<file path="config.mk">
export PLATFORM = sky130hd
export DESIGN_NAME = dhss_hash
export DESIGN_NICKNAME = d
export VERILOG_FILES = /design/src/sv/dhss_pkg.sv /design/src/sv/dhss_hash.sv
export SDC_FILE = /design/constraint.sdc
export NUM_CORES = 1
export LEC_CHECK = 0
export BUFFER_PORTS_ARGS = -buffer_cell sky130_fd_sc_hd__buf_4
export CAP_MARGIN = 20
export CORE_ASPECT_RATIO = 0.75
export CORE_UTILIZATION = 49
export CTS_CLUSTER_DIAMETER = 100
export DETAILED_ROUTE_END_ITERATION = 8
export PLACE_DENSITY_LB_ADDON = 0.3
export SKIP_CTS_REPAIR_TIMING = 1
export SLEW_MARGIN = 20
export SYNTH_ARGS = -nofsm -noshare
export SYNTH_HDL_FRONTEND = slang
export SYNTH_SLANG_ARGS = --single-unit
</file>
<file path="constraint.sdc">
create_clock -name clk_i -period 4.88 [get_ports clk_i]
set_input_delay 0.244 -clock clk_i [delete_from_list [all_inputs] [get_ports clk_i]]
set_output_delay 0.244 -clock clk_i [all_outputs]
set_load 0.01 [all_outputs]
</file>
<file path="src/sv/dhss_pkg.sv">
package dhss_pkg;

  localparam int unsigned MAX_SLOTS     = 1024;
  localparam int unsigned INIT_SLOTS    = 8;
  localparam int unsigned MAX_KEY_CHARS = 8;

  localparam int unsigned IDX_W  = $clog2(MAX_SLOTS);
  localparam int unsigned ADDR_W = IDX_W + 1;
  localparam int unsigned CNT_W  = IDX_W + 1;
  localparam int unsigned LOG_W  = 4;
  localparam int unsigned KEY_W  = 64;
  localparam int unsigned LEN_W  = 4;
  localparam int unsigned CHI_W  = (MAX_KEY_CHARS > 1) ? $clog2(MAX_KEY_CHARS) : 1;

  localparam int unsigned INIT_LOG_RAW = $clog2(INIT_SLOTS + 1) - 1;
  localparam int unsigned INIT_LOG     = (INIT_LOG_RAW > IDX_W) ? IDX_W : INIT_LOG_RAW;

  localparam int unsigned HMUL1 = 37;
  localparam int unsigned HMUL2 = 137;

  localparam logic [1:0] CMD_LOOKUP = 2'd0;
  localparam logic [1:0] CMD_INSERT = 2'd1;
  localparam logic [1:0] CMD_DELETE = 2'd2;

  localparam logic [1:0] ST_EMPTY = 2'd0;
  localparam logic [1:0] ST_LIVE  = 2'd1;
  localparam logic [1:0] ST_TOMB  = 2'd2;

  typedef struct packed {
    logic              st_we;
    logic              kl_we;
    logic [ADDR_W-1:0] addr;
    logic [1:0]        st;
    logic [KEY_W-1:0]  key;
    logic [LEN_W-1:0]  len;
  } tbl_wr_t;

  typedef enum logic [3:0] {
    S_CLR, S_IDLE, S_DISP, S_GROW, S_SHRINK, S_RH_CLR, S_RH_RD, S_RH_CHK,
    S_RH_HASH, S_RH_PRD, S_RH_PCHK, S_RH_END, S_HASH, S_PRD, S_PCHK, S_DONE
  } fsm_e;

endpackage

</file>
<file path="src/sv/dhss_hash.sv">
// Iterative Horner hash pair, one character per cycle.
module dhss_hash (
  input  logic                        clk_i,
  input  logic                        rst_ni,
  input  logic                        start_i,
  input  logic [dhss_pkg::KEY_W-1:0]  key_i,
  input  logic [dhss_pkg::LEN_W-1:0]  len_i,
  input  logic [dhss_pkg::LOG_W-1:0]  log_i,
  output logic                        done_o,
  output logic [dhss_pkg::IDX_W-1:0]  h1_o,
  output logic [dhss_pkg::IDX_W-1:0]  step_o
);
  localparam int unsigned IW = dhss_pkg::IDX_W;
  localparam int unsigned SW = IW + 9;

  logic                       busy_q;
  logic [IW-1:0]              a_q, b_q, mask_q;
  logic [dhss_pkg::LEN_W-1:0] cnt_q, len_q;
  logic [dhss_pkg::KEY_W-1:0] key_q;
  logic [dhss_pkg::CHI_W+2:0] bitpos;
  logic [7:0]                 c;
  logic [SW-1:0]              a_sum, b_sum;
  logic [IW-1:0]              mask_in;

  assign bitpos  = {cnt_q[dhss_pkg::CHI_W-1:0], 3'b000};
  assign c       = key_q[bitpos +: 8];
  assign a_sum   = SW'(a_q) * SW'(dhss_pkg::HMUL1) + SW'(c);
  assign b_sum   = SW'(b_q) * SW'(dhss_pkg::HMUL2) + SW'(c);
  assign mask_in = IW'((dhss_pkg::CNT_W'(1) << log_i) - dhss_pkg::CNT_W'(1));

  assign done_o = busy_q && (cnt_q == len_q);
  assign h1_o   = a_q;
  assign step_o = {b_q[IW-2:0], 1'b1} & mask_q;

  always_ff @(posedge clk_i or negedge rst_ni) begin
    if (!rst_ni) begin
      busy_q <= 1'b0;
    end else if (start_i) begin
      busy_q <= 1'b1;
    end else if (done_o) begin
      busy_q <= 1'b0;
    end
  end

  always_ff @(posedge clk_i) begin
    if (start_i) begin
      a_q    <= '0;
      b_q    <= '0;
      cnt_q  <= '0;
      len_q  <= len_i;
      key_q  <= key_i;
      mask_q <= mask_in;
    end else if (busy_q && !done_o) begin
      a_q   <= a_sum[IW-1:0] & mask_q;
      b_q   <= b_sum[IW-1:0] & mask_q;
      cnt_q <= cnt_q + 1'b1;
    end
  end

endmodule

</file>
==> flow_metrics.env <==
export IMPL_status="finished, violations left"
export IMPL_violations="design-rule violations"
export IMPL_cts_tree="built"
export IMPL_final_max_slew_violation_count=0
export IMPL_layoutNonFillerInstCount=664
export IMPL_num_antenna_cells=0
export IMPL_core_mm2=0.01098
export IMPL_clk_latency_ns=0.35
export IMPL_ys_warn_count=0
export IMPL_finalHoldViolCount=0
export IMPL_cap_viol_max_count=0
export IMPL_worst_pin_slew_ns=0.9031
export IMPL_ir_worst_vdd_mv=0.2551
export IMPL_h_tree_depth=3
export IMPL_fin_crit_ns=4.236
export IMPL_critical_path_class="reg2reg"
export IMPL_syn_inst=425
export IMPL_synth_xor_area_share_pct=4.744
export IMPL_vias_per_cell=5.223
export IMPL_final_nets=664
export IMPL_dr_pass1_iters=7
export IMPL_finClkSkew_ns=0.008609
export IMPL_synth_cell_types=42
export IMPL_dpl_cell_count=647
export IMPL_start_util_pct=50.43
export IMPL_synth_simple_area_share_pct=7.703
export IMPL_clk_pin_slew_worst_paths_ns=0.08
export IMPL_port_buffers=95
export IMPL_synth_flop_cell="edfxtp_1"
export IMPL_synth_nets=570
export IMPL_hold_depth=1
export IMPL_track_usage_pct=20.60
export IMPL_p_total_uw=3794
export IMPL_dp_hpwl_mm=8.371
export IMPL_cpPeakStageDelay_ns=0.54
export IMPL_cts_root_buf="clkbuf_16"
export IMPL_slew_headroom_pct=39.80
export IMPL_end_kind="register"
export IMPL_die_w_um=124.8
export IMPL_worstPathRequired_ns=5.13
export IMPL_path_cells="buf_12, mux4_2, mux2i_1, inv_1, ha_1, ha_1, ha_1, inv_1, fa_1, inv_1, ha_1, nand2_1, nor2_1, a211o_1, a21oi_1, xnor2_1, o41ai_2"
export IMPL_routed_wl_mm=11.00
export IMPL_critPathLaunchType="register"
export IMPL_finalWeightedCongestion=0.8601
export IMPL_arrival_ns=4.48
export IMPL_syn_area_per_cell_um2=13.03
export IMPL_cts_sinks=102
export IMPL_drtAntennaViolNets=0
export IMPL_grt_pass1_vias=3564
export IMPL_dr_first_iter_drc_count=226
export IMPL_multi_input_area_mm2=0.002416
export IMPL_synth_top_family_by_area="adder cells"
export IMPL_muxShareOfSynthArea_pct=8.403
export IMPL_cp_slowest_cell="fa_1"
export IMPL_tns_ns=0
export IMPL_crit_top_cell="ha_1"
export IMPL_synthArstFlopShare_pct=0.9804
export IMPL_rsz0062_at_grt="no"
export IMPL_grt_overflow_total=0
export IMPL_cts_max_path_buffers=2
export IMPL_dieArea_mm2=0.01174
export IMPL_syn_area_mm2=0.005539
export IMPL_fin_util_pct=60.81
export IMPL_rr_worst_depth=17
export IMPL_synth_edff_count=78
export IMPL_r2r_slack_ns=0.64
export IMPL_cp_max_fo=20
export IMPL_hp_class="in2reg"
export IMPL_cts_made_buffers=9
export IMPL_p_leak_uw=0.002866
export IMPL_p_per_area_mw_per_mm2=568.0
export IMPL_grt_max_degree=77
export IMPL_layout_drive_gt1_share_pct=26.53
export IMPL_final_common_cell="buf_4"
export IMPL_ys_ff_latch=102
export IMPL_vias=3468
export IMPL_route_detailed_drc=8
export IMPL_nFillCells=880
export IMPL_die_h_um=94.08
export IMPL_final_setup_viol_count=0
export IMPL_fin_crit_sh_pct=86.80
export IMPL_antenna_found_initial=0
export IMPL_ff_latch_area_mm2=0.002828
export IMPL_rows=33
export IMPL_layout_cells_most_common_list="buf_4 (98), edfxtp_1 (78), ha_1 (57), inv_1 (52)"
export IMPL_synth_compound_area_share_pct=5.195
export IMPL_fmax_mhz=236.1
export IMPL_pin_count=96
export IMPL_area_growth_syn_to_layout_pct=20.58
export IMPL_synthAdderAreaFrac_pct=17.57
export IMPL_yosysSeqAreaShare_pct=51.05
export IMPL_grt_pass1_wl_mm=18.12
export IMPL_avgRoutedWirePerCell_um=16.57
## metrics by stage
step / cell area, um2 / setup slack, ns / hold slack [ns]
floorplan: 5539 / 0.8346 / -0.05159
CTS: 6669 / 0.6090 / -0.3505
detailed placement: 6370 / 0.6605 / 0.02746
finish: 6679 / 0.6441 / 0.06369
global route: 6679 / 0.3980 / 0.04239
global placement: 6370 / 0.7614 / 0.02600
## kinds of logic after synthesis
group,Yosys count
flip-flops,102
AND/OR/NAND/NOR,81
adder cells (fa/ha/maj),70
buffers and inverters,69
AO/OA/AOI/OAI,47
XOR/XNOR,30
multiplexers,26
## state kept, by name, summed over array words and instances (netlist names)
signal,flops
b_q,9
busy_q,1
cnt_q,4
h1_o,10
key_q,64
len_q,4
mask_q,10
## final timing paths
path / start / end
worst max-delay path: cnt_q[0] / b_q[8]
worst min-delay path: key_i[56] / key_q[56]
worst max register to register: cnt_q[0] / b_q[8]
worst min register to register: b_q[7] / b_q[7]
max in group asynchronous: rst_ni / busy_q
min in group asynchronous: rst_ni / busy_q
## per-layer routing
layer | GRT usage (%) | vias up | routed length (um)
met2 | 32.54 | 111 | 4892
li1 | - | 1696 | -
met4 | 5.453 | 0 | 135
met3 | 5.068 | 15 | 727
met5 | 0 | - | 0
met1 | 28.52 | 1646 | 5246
## critical path, delay by kind of cell (launching register included)
kind / cells / cell delay (ns)
buffers and inverters: 4 / 0.38
muxes: 2 / 0.80
DFF: 1 / 0.36
adders and majority gates: 5 / 1.77
xor gates and xnor gates: 1 / 0.10
AOI/OAI and AO/OA: 3 / 0.61
and+or+nand+nor: 2 / 0.12
## where the power goes
group / switching (uW) / internal [uW]
clock network: 344 / 362
logic: 985 / 927
registers: 122 / 1050
total: 1450 / 2340
## area by class of cell
type                    instances  share of cell area (%)
flip-flops and latches        102                   42.34
multi-input cells             254                   36.17
repair buffers                100                   11.46
clock buffers                   9                   3.372
inverters                      52                   2.922
well taps                     140                   2.623
clock inverters                 7                   1.105
## synth_stat cells, types with 3 or more instances
| cell type | count | area (um2) |
|---|---|---|
| a21oi_1 | 23 | 115.1 |
| and2_1 | 9 | 56.30 |
| buf_2 | 4 | 20.02 |
| buf_4 | 3 | 22.52 |
| clkbuf_1 | 7 | 26.28 |
| dfxtp_1 | 23 | 460.4 |
| edfxtp_1 | 78 | 2342 |
| fa_1 | 13 | 260.3 |
| ha_1 | 57 | 713.2 |
| inv_1 | 52 | 195.2 |
| mux2_2 | 4 | 45.04 |
| mux2i_1 | 6 | 60.06 |
| mux4_2 | 16 | 360.4 |
| nand2_1 | 22 | 82.58 |
| nand2b_1 | 4 | 25.02 |
| nand3_1 | 11 | 55.05 |
| nand3b_1 | 9 | 67.56 |
| nand4_1 | 3 | 18.77 |
| nor2_1 | 10 | 37.54 |
| nor2b_1 | 3 | 18.77 |
| o21a_1 | 3 | 22.52 |
| o21ai_0 | 9 | 45.04 |
| xnor2_1 | 22 | 192.7 |
| xor2_1 | 8 | 70.07 |
Power figures use the tool's default switching activity.
